`config.mk`:
```
export PLATFORM = sky130hd
export DESIGN_NAME = text_encoding_detector
export DESIGN_NICKNAME = d
export VERILOG_FILES = /design/src/sv/ted_pkg.sv /design/src/sv/ted_core.sv /design/src/sv/text_encoding_detector.sv
export SDC_FILE = /design/constraint.sdc
export NUM_CORES = 1
export LEC_CHECK = 0
export BUFFER_PORTS_ARGS = -buffer_cell sky130_fd_sc_hd__buf_4
export CORE_ASPECT_RATIO = 1.2
export CORE_MARGIN = 2
export CORE_UTILIZATION = 40
export CTS_BUF_LIST = sky130_fd_sc_hd__clkbuf_2
export DETAILED_ROUTE_END_ITERATION = 16
export GPL_TIMING_DRIVEN = 0
export PLACE_DENSITY_LB_ADDON = 0.25
export SYNTH_ARGS = -nofsm -noshare
export SYNTH_HDL_FRONTEND = slang
export SYNTH_SLANG_ARGS = --single-unit
```
`constraint.sdc`:
```
create_clock -name clk -period 3.6 [get_ports clk]
set_clock_uncertainty 0.15 [all_clocks]
set_input_delay 0.54 -clock clk [delete_from_list [all_inputs] [get_ports clk]]
set_output_delay 0.54 -clock clk [all_outputs]
set_load 0.01 [all_outputs]
```
`src/sv/ted_pkg.sv`:
```
`timescale 1ns / 1ps
// ----------------------------------------------------------------------------
// ted_pkg: shared types, codes and byte tables for the text encoding detector
// Holds the UTF-8 class and next-state functions and the GBK / Big5 pair tests.
// ----------------------------------------------------------------------------
package ted_pkg;

  typedef logic [2:0] code_t;
  typedef logic [3:0] u8_state_t;
  typedef logic [3:0] byte_kind_t;
  typedef logic [1:0] hit_t;

  // result codes
  localparam code_t CODE_UNKNOWN = 3'd0;
  localparam code_t CODE_ASCII   = 3'd1;
  localparam code_t CODE_UTF8    = 3'd2;
  localparam code_t CODE_GBK     = 3'd3;
  localparam code_t CODE_BIG5    = 3'd4;

  // UTF-8 automaton states
  localparam u8_state_t U8_START = 4'd0;
  localparam u8_state_t U8_A     = 4'd1;
  localparam u8_state_t U8_B     = 4'd2;
  localparam u8_state_t U8_C     = 4'd3;
  localparam u8_state_t U8_D     = 4'd4;
  localparam u8_state_t U8_E     = 4'd5;
  localparam u8_state_t U8_F     = 4'd6;
  localparam u8_state_t U8_G     = 4'd7;
  localparam u8_state_t U8_ERR   = 4'd8;

  // byte classes
  localparam byte_kind_t BC_ASCII   = 4'd0;
  localparam byte_kind_t BC_CONT_80 = 4'd1;
  localparam byte_kind_t BC_CONT_90 = 4'd2;
  localparam byte_kind_t BC_CONT_A0 = 4'd3;
  localparam byte_kind_t BC_BAD     = 4'd4;
  localparam byte_kind_t BC_LEAD2   = 4'd5;
  localparam byte_kind_t BC_E0      = 4'd6;
  localparam byte_kind_t BC_LEAD3   = 4'd7;
  localparam byte_kind_t BC_ED      = 4'd8;
  localparam byte_kind_t BC_F0      = 4'd9;
  localparam byte_kind_t BC_LEAD4   = 4'd10;
  localparam byte_kind_t BC_F4      = 4'd11;

  // first pair hit
  localparam hit_t HIT_NONE = 2'd0;
  localparam hit_t HIT_GBK  = 2'd1;
  localparam hit_t HIT_BIG5 = 2'd2;

  // one input beat as it leaves the input register
  typedef struct packed {
    logic [7:0] data;
    logic       last;
  } beat_t;

  function automatic byte_kind_t byte_kind(input logic [7:0] b);
    byte_kind_t c;
    begin
      c = BC_BAD;
      if (b inside {[8'h00:8'h7F]}) c = BC_ASCII;
      else if (b inside {[8'h80:8'h8F]}) c = BC_CONT_80;
      else if (b inside {[8'h90:8'h9F]}) c = BC_CONT_90;
      else if (b inside {[8'hA0:8'hBF]}) c = BC_CONT_A0;
      else if (b inside {[8'hC2:8'hDF]}) c = BC_LEAD2;
      else if (b == 8'hE0) c = BC_E0;
      else if (b == 8'hED) c = BC_ED;
      else if (b inside {[8'hE1:8'hEF]}) c = BC_LEAD3;
      else if (b == 8'hF0) c = BC_F0;
      else if (b inside {[8'hF1:8'hF3]}) c = BC_LEAD4;
      else if (b == 8'hF4) c = BC_F4;
      return c;
    end
  endfunction

  function automatic u8_state_t u8_next(input byte_kind_t c, input u8_state_t st);
    u8_state_t n;
    begin
      n = U8_ERR;
      case (c)
        BC_ASCII:   if (st == U8_START) n = U8_START;
        BC_CONT_80: begin
          case (st)
            U8_A:        n = U8_START;
            U8_B, U8_D:  n = U8_A;
            U8_E, U8_G:  n = U8_B;
            default:     n = U8_ERR;
          endcase
        end
        BC_CONT_90: begin
          case (st)
            U8_A:        n = U8_START;
            U8_B, U8_D:  n = U8_A;
            U8_E, U8_F:  n = U8_B;
            default:     n = U8_ERR;
          endcase
        end
        BC_CONT_A0: begin
          case (st)
            U8_A:        n = U8_START;
            U8_B, U8_C:  n = U8_A;
            U8_E, U8_F:  n = U8_B;
            default:     n = U8_ERR;
          endcase
        end
        BC_LEAD2:   if (st == U8_START) n = U8_A;
        BC_E0:      if (st == U8_START) n = U8_C;
        BC_LEAD3:   if (st == U8_START) n = U8_B;
        BC_ED:      if (st == U8_START) n = U8_D;
        BC_F0:      if (st == U8_START) n = U8_F;
        BC_LEAD4:   if (st == U8_START) n = U8_E;
        BC_F4:      if (st == U8_START) n = U8_G;
        default:    n = U8_ERR;
      endcase
      return n;
    end
  endfunction

  function automatic logic pair_gbk(input logic [7:0] hi, input logic [7:0] lo);
    return (hi inside {[8'h81:8'hFE]}) &&
           ((lo inside {[8'h40:8'h7E]}) || (lo inside {[8'h80:8'hFE]}));
  endfunction

  function automatic logic pair_big5(input logic [7:0] hi, input logic [7:0] lo);
    return (hi inside {[8'hA1:8'hFE]}) &&
           ((lo inside {[8'h40:8'h7E]}) || (lo inside {[8'hA1:8'hFE]}));
  endfunction

endpackage

```
`src/sv/ted_core.sv`:
```
`timescale 1ns / 1ps
// ----------------------------------------------------------------------------
// ted_core: per-line detection state
// Runs the UTF-8 automaton, the pair tests and the seen flags for one beat and
// forms the line's code from the updated state.
// ----------------------------------------------------------------------------
module ted_core (
  input  logic           clk,
  input  logic           rst,
  input  logic           advance,
  input  ted_pkg::beat_t beat,
  output ted_pkg::code_t code
);
  import ted_pkg::*;

  u8_state_t  dfa_state, dfa_state_next;
  logic [7:0] prior_byte;
  logic       prior_was_high;
  hit_t       first_pair_hit, first_pair_hit_next;
  logic       saw_ascii, saw_ascii_next;
  logic       saw_high, saw_high_next;
  logic       is_high;

  assign is_high = beat.data[7];

  always_comb begin
    dfa_state_next = u8_next(byte_kind(beat.data), dfa_state);
    saw_ascii_next  = saw_ascii | ~is_high;
    saw_high_next   = saw_high | is_high;
    // a pair led by the final byte is never tested, since the line state clears, so it never matches
    first_pair_hit_next = first_pair_hit;
    if (prior_was_high && first_pair_hit == HIT_NONE) begin
      if (pair_gbk(prior_byte, beat.data)) first_pair_hit_next = HIT_GBK;
      else if (pair_big5(prior_byte, beat.data)) first_pair_hit_next = HIT_BIG5;
    end
  end

  always_comb begin
    if (saw_high_next && dfa_state_next == U8_START) code = CODE_UTF8;
    else if (first_pair_hit_next == HIT_GBK) code = CODE_GBK;
    else if (first_pair_hit_next == HIT_BIG5) code = CODE_BIG5;
    else if (saw_ascii_next) code = CODE_ASCII;
    else code = CODE_UNKNOWN;
  end

  always_ff @(posedge clk) begin
    if (rst || (advance && beat.last)) begin
      dfa_state      <= U8_START;
      prior_byte     <= 8'h00;
      prior_was_high <= 1'b0;
      first_pair_hit <= HIT_NONE;
      saw_ascii      <= 1'b0;
      saw_high       <= 1'b0;
    end else if (advance) begin
      dfa_state      <= dfa_state_next;
      prior_byte     <= beat.data;
      prior_was_high <= is_high;
      first_pair_hit <= first_pair_hit_next;
      saw_ascii      <= saw_ascii_next;
      saw_high       <= saw_high_next;
    end
  end

endmodule

```
`src/sv/text_encoding_detector.sv`:
```
`timescale 1ns / 1ps
// ----------------------------------------------------------------------------
// text_encoding_detector: classify one line as ASCII, UTF-8, GBK or Big5
// Input register, per-beat detection logic, result register.
// ----------------------------------------------------------------------------
// Usage
//   Input channel: in_valid / in_stall with data_byte and last_byte. Send the
//   bytes of one line in order, one per beat, with last_byte set on the final
//   one. Lines follow each other with no gap.
//   Output channel: out_valid / out_stall with code_type. One beat per line:
//   0 unknown, 1 ascii, 2 utf8, 3 gbk, 4 big5. Non-final bytes give nothing.
//   Path: a final byte accepted into the input register moves on to the result
//   register once that register is free, and its code then shows at out_valid.
//   Throughput: one byte per cycle while no final byte waits on a held code;
//   the UTF-8 automaton and pair compares sit between the two registers.
//   Stall: while the result register holds an untaken code, a final byte
//   waits in the input register; other bytes keep flowing. in_stall rises
//   only when the input register is full and cannot advance.
//   Reset: synchronous, active high; clears both registers' valid flags and
//   all per-line state, so the next byte starts a new line.
// ----------------------------------------------------------------------------
module text_encoding_detector (
  input  logic           clk,
  input  logic           rst,
  input  logic           in_valid,
  output logic           in_stall,
  input  logic [7:0]     data_byte,
  input  logic           last_byte,
  output logic           out_valid,
  input  logic           out_stall,
  output ted_pkg::code_t code_type
);
  import ted_pkg::*;

  logic  q_valid;
  beat_t q_beat;
  logic  out_free;
  logic  advance;
  code_t line_code;

  // the result slot is free when empty or being taken this cycle
  assign out_free = ~out_valid | ~out_stall;
  // advance the held beat; a final beat needs room for its code
  assign advance  = q_valid & (~q_beat.last | out_free);
  assign in_stall = q_valid & ~advance;

  // input register
  always_ff @(posedge clk) begin
    if (rst) begin
      q_valid <= 1'b0;
    end else if (~in_stall) begin
      q_valid <= in_valid;
    end
  end

  always_ff @(posedge clk) begin
    if (~in_stall && in_valid) begin
      q_beat.data <= data_byte;
      q_beat.last <= last_byte;
    end
  end

  ted_core u_core (
    .clk     (clk),
    .rst     (rst),
    .advance (advance),
    .beat    (q_beat),
    .code    (line_code)
  );

  // result register: load on a final beat, drop when taken
  always_ff @(posedge clk) begin
    if (rst) begin
      out_valid <= 1'b0;
    end else if (advance && q_beat.last) begin
      out_valid <= 1'b1;
    end else if (~out_stall) begin
      out_valid <= 1'b0;
    end
  end

  always_ff @(posedge clk) begin
    if (advance && q_beat.last) begin
      code_type <= line_code;
    end
  end

  // a final beat that advances always lands a code
  a_final_lands: assert property (@(posedge clk) disable iff (rst)
    advance && q_beat.last |=> out_valid)
    else $error("final beat advanced without a result");

  // a taken code with nothing behind it empties the result slot
  a_drop_taken: assert property (@(posedge clk) disable iff (rst)
    out_valid && !out_stall && !(advance && q_beat.last) |=> !out_valid)
    else $error("result repeated after it was taken");

  // a shown code is one of the defined encodings
  a_code_range: assert property (@(posedge clk) disable iff (rst)
    out_valid |-> (code_type == CODE_UNKNOWN || code_type == CODE_ASCII ||
                   code_type == CODE_UTF8 || code_type == CODE_GBK ||
                   code_type == CODE_BIG5))
    else $error("code out of range");

  // back-pressure only from a full input register holding a blocked final beat
  a_stall_cause: assert property (@(posedge clk) disable iff (rst)
    in_stall |-> q_valid && q_beat.last && out_valid && out_stall)
    else $error("input stalled without cause");

endmodule

```
* Word level (Yosys, flattened, before mapping) *
Cells that the tools add are included.

word-level totals
  bits in registers = 31
  bits of input ports = 13
  word-level logic and storage cells = 130
  output and inout port bits = 5

operators by class
  reduce and logical (&&, ||, !) cells = 30
  bitwise logic cells = 12
  $lt $le $gt $ge = 21
  multiplexer cells = 31
  equal/unequal tests = 24

operator list
  kind                                                                                 number
  4-bit two-way mux                                                                    19
  8-bit greater-or-equal comparator, second input constant                             9
  8-bit <= comparator, second input constant                                           8
  4-bit case mux with 11 select lines                                                  1
  4-bit case mux with 3 select lines                                                   3
  8-bit == test, second input constant                                                 4
  4-bit by 3-bit == test with 1-bit output, second input constant                      7
  1-bit logical AND                                                                    18
  4-bit by 2-bit == test with 1-bit output, second input constant                      4
  4-bit == test, second input constant                                                 4
  8-bit by 7-bit <= comparator with 1-bit output, second input constant                2
  4-bit logical NOT                                                                    3
  2-bit OR reduction                                                                   5
  4-bit by 1-bit == test with 1-bit output, second input constant                      2
  8-bit by 1-bit greater-or-equal comparator with 1-bit output, second input constant  1
  8-bit by 7-bit greater-or-equal comparator with 1-bit output, second input constant  1
  2-bit two-way mux                                                                    3
  1-bit inverter                                                                       6
  1-bit two-way mux                                                                    4
  1-bit bitwise OR                                                                     4
  1-bit logical OR                                                                     3
  3-bit two-way mux                                                                    1
  1-bit AND                                                                            2
  2-bit by 1-bit == test with 1-bit output, second input constant                      1
  other kinds (3)                                                                      3

* Depth between registers and ports, before layout *
Gate-level depths: netlist of run 1.

  depth in word-level cells = 17
  depth in mapped cells = 9

* Hierarchy *
Synthesis of run 1 repeated with hierarchy kept, for this count alone.

second synthesis, totals
  cell total of the unflattened synthesis = 182
  area total of the unflattened synthesis = 1781.7 um2

by module, submodules not included
  module                  area an instance (um2)  times used  cells an instance
  ted_core                1328.8                  1           157
  text_encoding_detector  452.9                   1           25

* Worst setup path before layout of run 1 *
Ideal clock, no wire load.

  path kind = flip-flop to flip-flop
  from = register q_beat[2] (netlist name)
  to = register code_type[0], data pin
  stages on the path, launching flop included = 8
  arrival = 2.234 ns
  buffers on the path = 0
  required time = 3.184 ns
  path slack = 0.950 ns
  setup time = 0.266 ns
  cell sequence = edfxtp_1 or4_4 and4b_1 a221o_1 o22a_1 o2bb2a_4 nor4b_4 a211oi_1

on the way
  word-level cells in the longest chain between the ends = 16
  elaborated cells between the ends (all ways) = 68
  those cells by class = order compare (18); eq/ne (16); mux (17); reduce/logical (17)

ends and longest elaborated chain
  item                                                             RTL line                      RTL
  start, declared                                                  text_encoding_detector.sv:36  beat_t q_beat;
  8-bit greater-or-equal comparator, or another cell as far along  ted_pkg.sv:69                 else if (b inside {[8'hF1:8'hF3]}) c = BC_LEAD4;
  1-bit logical AND or 4-bit two-way mux (tied branches)           ted_pkg.sv:69, ted_pkg.sv:70
  4-bit two-way mux                                                ted_pkg.sv:69
  4-bit two-way mux                                                ted_pkg.sv:68                 else if (b == 8'hF0) c = BC_F0;
  4-bit two-way mux                                                ted_pkg.sv:67                 else if (b inside {[8'hE1:8'hEF]}) c = BC_LEAD3;
  4-bit two-way mux                                                ted_pkg.sv:66                 else if (b == 8'hED) c = BC_ED;
  4-bit two-way mux                                                ted_pkg.sv:65                 else if (b == 8'hE0) c = BC_E0;
  4-bit two-way mux                                                ted_pkg.sv:64                 else if (b inside {[8'hC2:8'hDF]}) c = BC_LEAD2;
  4-bit two-way mux                                                ted_pkg.sv:63                 else if (b inside {[8'hA0:8'hBF]}) c = BC_CONT_A0;
  4-bit two-way mux                                                ted_pkg.sv:62                 else if (b inside {[8'h90:8'h9F]}) c = BC_CONT_90;
  4-bit two-way mux                                                ted_pkg.sv:61                 else if (b inside {[8'h80:8'h8F]}) c = BC_CONT_80;
  4-bit two-way mux                                                ted_pkg.sv:60                 if (b inside {[8'h00:8'h7F]}) c = BC_ASCII;
  4-bit == test, or another cell as far along                      ted_pkg.sv:79                 case (c)
  4-bit case mux with 11 select lines                              ted_pkg.sv:79
  4-bit logical NOT                                                ted_core.sv:39                if (saw_high_next && dfa_state_next == U8_START) code = CODE_UTF8;
  1-bit logical AND                                                ted_core.sv:39
  end signal, assigned                                             text_encoding_detector.sv:84  code_type <= line_code;
  end, declared                                                    text_encoding_detector.sv:31  output ted_pkg::code_t code_type

Parallel ways exist; a longest one is shown, timed or not.
A chain may end at the register's enable or synchronous reset.

* Worst setup path in the final report of run 1 *
Ends and elaborated chain as after synthesis.

==> Flow_metrics.wiki, run 1 <==
{| class="wikitable"
! Metric !! Value
|-
| Worst setup timing slack at the placement stage || 0.7551 ns
|-
| Count of placed standard cells including taps || 256
|-
| Hold-fix buffer count after cts || 0
|-
| Max VDD drop || 0.2861 mV
|-
| Share of layout cells above drive strength 1 || 19.05%
|-
| Die W || 62.21 um
|-
| Endpoints failing setup || 0
|-
| Number of flops mapped to enable cells by yosys || 12
|-
| Share of flip-flops with an asynchronous set or reset || 0%
|-
| Fin cells || 264
|-
| Cell count after synthesis || 185
|-
| Clk pin slew, worst setup/hold paths || 0.18 ns
|-
| Hold violation count in the final report || 0
|-
| Register share of total power || 52.4%
|-
| Number of nets in the finished design || 222
|-
| Total global-route track usage || 15.72%
|-
| Post CTS Setup Buffer Count || 0
|-
| Standard-cell row count || 25
|-
| Register bit total from synthesis || 30
|-
| TritonCTS clock tree || done
|-
| Pre-antenna DRT Iters || 4
|-
| Share of total power in combinational logic || 15.7%
|-
| Sw frac || 25.80%
|-
| Clock Tree Buf Depth || 2
|-
| Post-Syn Area || 1627 um2
|-
| Number of antenna violations at the first check in global routing || 0
|-
| Inserted Diodes || 0
|-
| Final Core Density || 48.22%
|-
| Static power due to leakage || 0.7024 nW
|-
| Pwr/cell area || 386.7 nW/um2
|-
| Fill cell total of the finished layout || 377
|-
| Total placed instance area || 1822 um2
|-
| Y dimension of the die || 73.86 um
|-
| Post-synthesis sequential area ratio || 44.31%
|-
| Min-delay worst type || input pin to register
|-
| CTS Sinks || 30
|-
| Post-route ant nets || 0
|-
| Number of warnings reported in the yosys synthesis log || 0
|-
| Number of pins with negative max-slew slack in the final report || 0
|-
| Wire length of the first global-routing pass || 5.692 mm
|-
| Post-synthesis net count || 198
|-
| Average via count per standard cell || 5.174
|-
| Outcome || completed
|-
| Setup tns final || 0 ns
|-
| Commonest non-fill, non-tap cell in the layout || sky130_fd_sc_hd__nand2_1
|-
| Syn Area/Cell || 8.792 um2
|-
| Endpoint type of the worst setup path || register
|-
| Largest fanout of any net on the critical path || 9
|-
| Placeable Area || 3910 um2
|-
| Post-synth top flop || sky130_fd_sc_hd__dfxtp_1
|-
| Last weighted congestion value of the routability-driven placer || 0.7536
|-
| Final worst slack || 0.7956 ns
|-
| Final Cycle Share || 77.90%
|-
| DRC marker count from the first detailed-route iteration || 43
|-
| Design area || 1886 um2
|-
| Req. time, crit path || 3.60 ns
|-
| # resized after CTS || 0
|-
| Arrival time at the worst endpoint || 2.80 ns
|-
| Minimum period implied by the final worst setup slack || 2.804 ns
|-
| Grt ovf || 0
|-
| P_int || 0.0005410 W
|-
| Count of port buffers added during placement || 17
|-
| Crit path launch type || register
|-
| Vias post-DR || 1366
|-
| Post-Route WL || 3.306 mm
|-
| Slew @ Worst Pin || 0.7075 ns
|-
| CTS root buffer || sky130_fd_sc_hd__clkbuf_2
|-
| Critical path type || register to register
|-
| Worst relative slew slack || 52.73%
|-
| Insertion delay of the later-clocked pin in the worst-skew pair || 0.37 ns
|-
| Effective utilization at floorplan || 41.60%
|-
| DRC || 0
|-
| Net switching power || 0.0001881 W
|-
| Full die area || 4595 um2
|-
| RSZ-0062 raised after global routing || false
|-
| Maximum number of pins on one net before global-route repair || 11
|-
| Synth-to-layout area growth || 15.92%
|-
| Final routed wire length divided by cell count || 12.52 um
|-
| Proportion of power drawn by the clock network || 32.0%
|-
| Distinct cells, synth || 53
|-
| Commonest cells after routing, fill and taps aside || sky130_fd_sc_hd__nand2_1 (25), sky130_fd_sc_hd__nor2_1 (22), sky130_fd_sc_hd__buf_4 (21)
|-
| Total CTS buffers || 5
|-
| Post-DP HPWL || 2.416 mm
|-
| Maximum capacitance violations || 0
|-
| H-tree lvl count || 2
|-
| Via count of the first global-routing pass || 1294
|-
| I/O Pins || 18
|-
| Maximum achievable frequency || 356.6 MHz
|}
registers in the layout, indices dropped and copies added, names as in the netlist, 2 cells and up:
register,flops
q_beat,9
u_core.dfa_state,4
code_type,3
u_core.first_pair_hit,2
u_core.prior_byte,7
synth_stat cells (2+ instances only):
library cell	number	area, um2
sky130_fd_sc_hd__a31oi_1	3	18.77
sky130_fd_sc_hd__nand2_1	25	93.84
sky130_fd_sc_hd__a21oi_1	16	80.08
sky130_fd_sc_hd__o21ai_1	2	10.01
sky130_fd_sc_hd__a211oi_1	2	15.01
sky130_fd_sc_hd__nor2b_1	2	12.51
sky130_fd_sc_hd__or2_1	2	12.51
sky130_fd_sc_hd__nand2b_1	2	12.51
sky130_fd_sc_hd__nor4_1	4	25.02
sky130_fd_sc_hd__nor3b_1	3	22.52
sky130_fd_sc_hd__o21ai_0	6	30.03
sky130_fd_sc_hd__dfxtp_1	18	360.4
sky130_fd_sc_hd__clkbuf_1	7	26.28
sky130_fd_sc_hd__inv_1	2	7.510
sky130_fd_sc_hd__or4_1	2	15.01
sky130_fd_sc_hd__nand3_1	6	30.03
sky130_fd_sc_hd__edfxtp_1	12	360.4
sky130_fd_sc_hd__nand3b_1	3	22.52
sky130_fd_sc_hd__nand4b_1	2	17.52
sky130_fd_sc_hd__o211ai_1	3	22.52
sky130_fd_sc_hd__buf_4	4	30.03
sky130_fd_sc_hd__nor3_1	7	35.03
sky130_fd_sc_hd__nor2_1	22	82.58
critical path, stage by stage (launching register included):
cell	delay, ns
sky130_fd_sc_hd__edfxtp_1	0.54
sky130_fd_sc_hd__or4_4	0.61
sky130_fd_sc_hd__and4b_1	0.20
sky130_fd_sc_hd__a221o_1	0.30
sky130_fd_sc_hd__o22a_1	0.20
sky130_fd_sc_hd__o2bb2a_4	0.23
sky130_fd_sc_hd__nor4b_4	0.31
sky130_fd_sc_hd__a211oi_1	0.08
power groups by stage:
stage	registers, W	clock network [W]	logic (W)
6_report	0.000382	0.000233	0.000114
5_1_grt	0.000385	0.000251	0.000128
4_1_cts	0.000382	0.000237	0.000114
3_5_place_dp	0.000389	0	0.000114
3_3_place_gp	0.000389	0	0.000113
2_1_floorplan	0.000387	0	0.0000825
cells by family (layout without fill, tap and decap cells):
kind of cell           count (synthesis)  count (layout)  synth area share (%)
XOR/XNOR                               2               2                 1.077
AO/OA/AOI/OAI                         42              42                 16.92
AND/OR/NAND/NOR                       94              94                 31.62
flip-flops                            30              30                 44.31
buffers and inverters                 17              42                 6.077
cell type report:
cell class,count,area [um2],area share (%)
clock buffers,6,30.03,1.593
clock inverters,2,33.78,1.792
well taps,54,67.56,3.583
multi-input cells,138,807.0,42.80
repair buffers,17,127.6,6.768
plain buffers,14,87.58,4.645
flip-flops and latches,30,720.7,38.22
inverters,3,11.26,0.5972
per-stage QoR:
step,hold WS (ns),total power (W)
finish,0.1752,0.0007292
global route,0.1422,0.0007632
CTS,0.1645,0.0007329
detailed placement,0.3023,0.0005029
global placement,0.2962,0.0005023
floorplan,0.2816,0.0004696
worst paths after layout:
path | startpoint | to | slack, ns | cells after the start
setup / recovery | q_beat[2] | code_type[0] | 0.80 | 7
hold / removal | rst | out_valid | 0.18 | 2
setup reg to reg | q_beat[2] | code_type[0] | 0.80 | 7
hold reg to reg | u_core.prior_was_high | u_core.prior_was_high | 0.32 | 2
layer usage:
metal	GRT usage (%)	part of all wire, %	wire, um	vias to the layer above
li1	-	-	-	713
met1	19.02	46	1533	624
met2	27.54	49	1620	22
met3	4.135	3.4	113	7
met4	5.185	1.1	38	0
met5	0	0	0	-
(Power assumes the default switching activity.)
==> run 2: changes to the inputs <==
==> constraint.sdc (replaced) <==
create_clock -name clk -period 2.3 [get_ports clk]
set_clock_uncertainty 0.15 [all_clocks]
set_input_delay 0.345 -clock clk [delete_from_list [all_inputs] [get_ports clk]]
set_output_delay 0.345 -clock clk [all_outputs]
set_load 0.01 [all_outputs]
==> run 2 against run 1 <==
Compared with the run above: the flow now finishes with violations (setup timing); first-iteration DRC count fell by 12%; worst hold slack worse by 0.14 ns; register-to-register slack lost 1.1 ns; critical path depth up 2; total power is 63% higher; sequential share of layout area shrank 3.8 points; global-route usage rose by 2.2 points; utilization is 5.3 points higher; flip-flop and latch count did not move; critical path type unchanged; largest cell class unchanged; routed wire length rose by 14%.
==> Flow_metrics.wiki, run 2 (same netlist as run 1, synthesis figures left out) <==
{| class="wikitable"
! Metric !! Value
|-
| Outcome || finished with violations
|-
| Violations in the final reports || setup timing
|-
| RSZ-0062 raised after global routing || true
|-
| Maximum number of pins on one net before global-route repair || 11
|-
| Kind of cell adding the most delay to the critical path || simple AND/OR/NAND/NOR gates
|-
| Full die area || 4595 um2
|-
| Placeable Area || 3910 um2
|-
| Endpoints failing setup || 4
|-
| Share of layout cells above drive strength 1 || 25.22%
|-
| Final routed wire length divided by cell count || 13.32 um
|-
| Final worst slack || -0.3467 ns
|-
| Min-delay worst type || input pin to register
|-
| Maximum capacitance violations || 0
|-
| Slew @ Worst Pin || 0.7845 ns
|-
| Total CTS buffers || 5
|-
| Wire length of the first global-routing pass || 6.368 mm
|-
| CTS Sinks || 30
|-
| Count of buffer and inverter cells on the critical path || 3
|-
| Commonest non-fill, non-tap cell in the layout || sky130_fd_sc_hd__buf_4
|-
| Via count of the first global-routing pass || 1441
|-
| Post-DP HPWL || 2.515 mm
|-
| Pre-antenna DRT Iters || 6
|-
| Req. time, crit path || 2.29 ns
|-
| Inserted Diodes || 0
|-
| Post-Route WL || 3.784 mm
|-
| Vias post-DR || 1497
|-
| Crit path launch type || register
|-
| Commonest cells after routing, fill and taps aside || sky130_fd_sc_hd__buf_4 (30), sky130_fd_sc_hd__nand2_1 (25), sky130_fd_sc_hd__nor2_1 (21)
|-
| Total global-route track usage || 17.90%
|-
| DRC || 0
|-
| DRC marker count from the first detailed-route iteration || 38
|-
| Last weighted congestion value of the routability-driven placer || 0.7690
|-
| H-tree lvl count || 2
|-
| Synth-to-layout area growth || 28.69%
|-
| I/O Pins || 18
|-
| Final Core Density || 53.54%
|-
| Static power due to leakage || 0.8033 nW
|-
| Critical-path top delay cell || sky130_fd_sc_hd__or4bb_4
|-
| Endpoint type of the worst setup path || register
|-
| Average via count per standard cell || 5.271
|-
| Largest registers in the final layout || q_beat: 9 flops, u_core.prior_byte: 7 flops, u_core.dfa_state: 4 flops
|-
| Number of nets in the finished design || 242
|-
| CTS root buffer || sky130_fd_sc_hd__clkbuf_2
|-
| Hold violation count in the final report || 0
|-
| Number of flip-flops under the largest register name || 9
|-
| Effective utilization at floorplan || 41.60%
|-
| Count of port buffers added during placement || 17
|-
| Delay of the slowest cell on the worst path || 0.58 ns
|-
| Y dimension of the die || 73.86 um
|-
| Post-route ant nets || 0
|-
| Number of pins with negative max-slew slack in the final report || 0
|-
| TritonCTS clock tree || done
|-
| Largest fanout of any net on the critical path || 10
|-
| Clock Tree Buf Depth || 2
|-
| Insertion delay of the later-clocked pin in the worst-skew pair || 0.36 ns
|-
| Arrival time at the worst endpoint || 2.63 ns
|-
| Final Cycle Share || 115.1%
|-
| Largest register by flop count || q_beat
|-
| Maximum achievable frequency || 377.8 MHz
|-
| Clk pin slew, worst setup/hold paths || 0.16 ns
|-
| Max VDD drop || 0.3989 mV
|-
| Pwr/cell area || 567.5 nW/um2
|-
| Worst hold slack || 0.03416 ns
|-
| Die W || 62.21 um
|-
| Worst relative slew slack || 47.21%
|-
| Number of antenna violations at the first check in global routing || 0
|-
| Fill cell total of the finished layout || 376
|-
| Cell breakdown of the critical path || buf_6 > buf_4 > buf_6 > a41o_1 > o21ai_1 > o21ai_1 > or4bb_4 > nor4b_4 > nor3_2
|-
| Critical path type || register to register
|-
| Minimum period implied by the final worst setup slack || 2.647 ns
|-
| Standard-cell row count || 25
|-
| Grt ovf || 0
|}
-- run 2: cell count changes in the layout (fill, tap and decap cells not counted), moves of 2 or more --
cell	change
sky130_fd_sc_hd__dlygate4sd3_1	+10
sky130_fd_sc_hd__buf_4	+9
sky130_fd_sc_hd__buf_6	+2
sky130_fd_sc_hd__nor3_1	-2
sky130_fd_sc_hd__nor3_2	+2
sky130_fd_sc_hd__o21ai_0	-2
sky130_fd_sc_hd__o21ai_1	+2
-- run 2: what timing repair did --
item,4_1_cts,5_1_grt
setup buffers,8,3
setup endpoints to repair,5,5
hold buffers,10,0
endpoints found under the hold margin,11,0
pin swaps,6,9
gates resized for setup,3,9
-- run 2: final timing paths --
check,startpoint,slack (ns),cells after the start,end
max,q_beat[5],-0.35,9,code_type[2]
min,in_valid,0.03,3,q_valid
max reg2reg,q_beat[5],-0.35,9,code_type[2]
min reg2reg,u_core.prior_was_high,0.32,2,u_core.prior_was_high
-- run 2: final cells by class --
| class | count | area [um2] | share of cell area (%) |
|---|---|---|---|
| multi-input combinational | 138 | 838.3 | 40.05 |
| sequential | 30 | 720.7 | 34.43 |
| timing repair buffer | 38 | 310.3 | 14.82 |
| buffer | 13 | 81.33 | 3.885 |
| tap | 54 | 67.56 | 3.228 |
| clock inverter | 2 | 33.78 | 1.614 |
| clock buffer | 6 | 30.03 | 1.435 |
| inverter | 3 | 11.26 | 0.5380 |
-- run 2: worst register-to-register path: cells and delay by family (launching register included) --
family,cells,cell delay [ns]
buf+inv,3,0.43
flops,1,0.40
simple gates,3,1.04
compound gates,3,0.43
-- run 2: power breakdown --
part / switching [W] / internal [W] / total [W]
combinational: 0.000111 / 0.000109 / 0.000221
sequential: 0.0000170 / 0.000580 / 0.000597
clock: 0.000185 / 0.000186 / 0.000370
-- run 2: routing by layer --
layer / up-vias / track usage [%] / part of all wire, %
li1: 759 / - / -
met1: 695 / 20.35 / 44
met2: 35 / 31.76 / 50
met3: 8 / 4.747 / 3.8
met4: 0 / 8.395 / 2.0
met5: - / 0 / 0
-- run 2: per-stage QoR --
stage / area, um2 / TNS [ns] / worst slack, ns / cells / total power (W)
global placement: 1822 / -1.484 / -0.4554 / 256 / 0.0007879
global route: 2093 / -1.776 / -0.4714 / 284 / 0.001242
CTS: 2057 / -1.381 / -0.4405 / 282 / 0.001183
detailed placement: 1822 / -1.492 / -0.4575 / 256 / 0.0007888
floorplan: 1627 / -0.8489 / -0.2883 / 185 / 0.0007355
finish: 2093 / -1.175 / -0.3467 / 284 / 0.001188
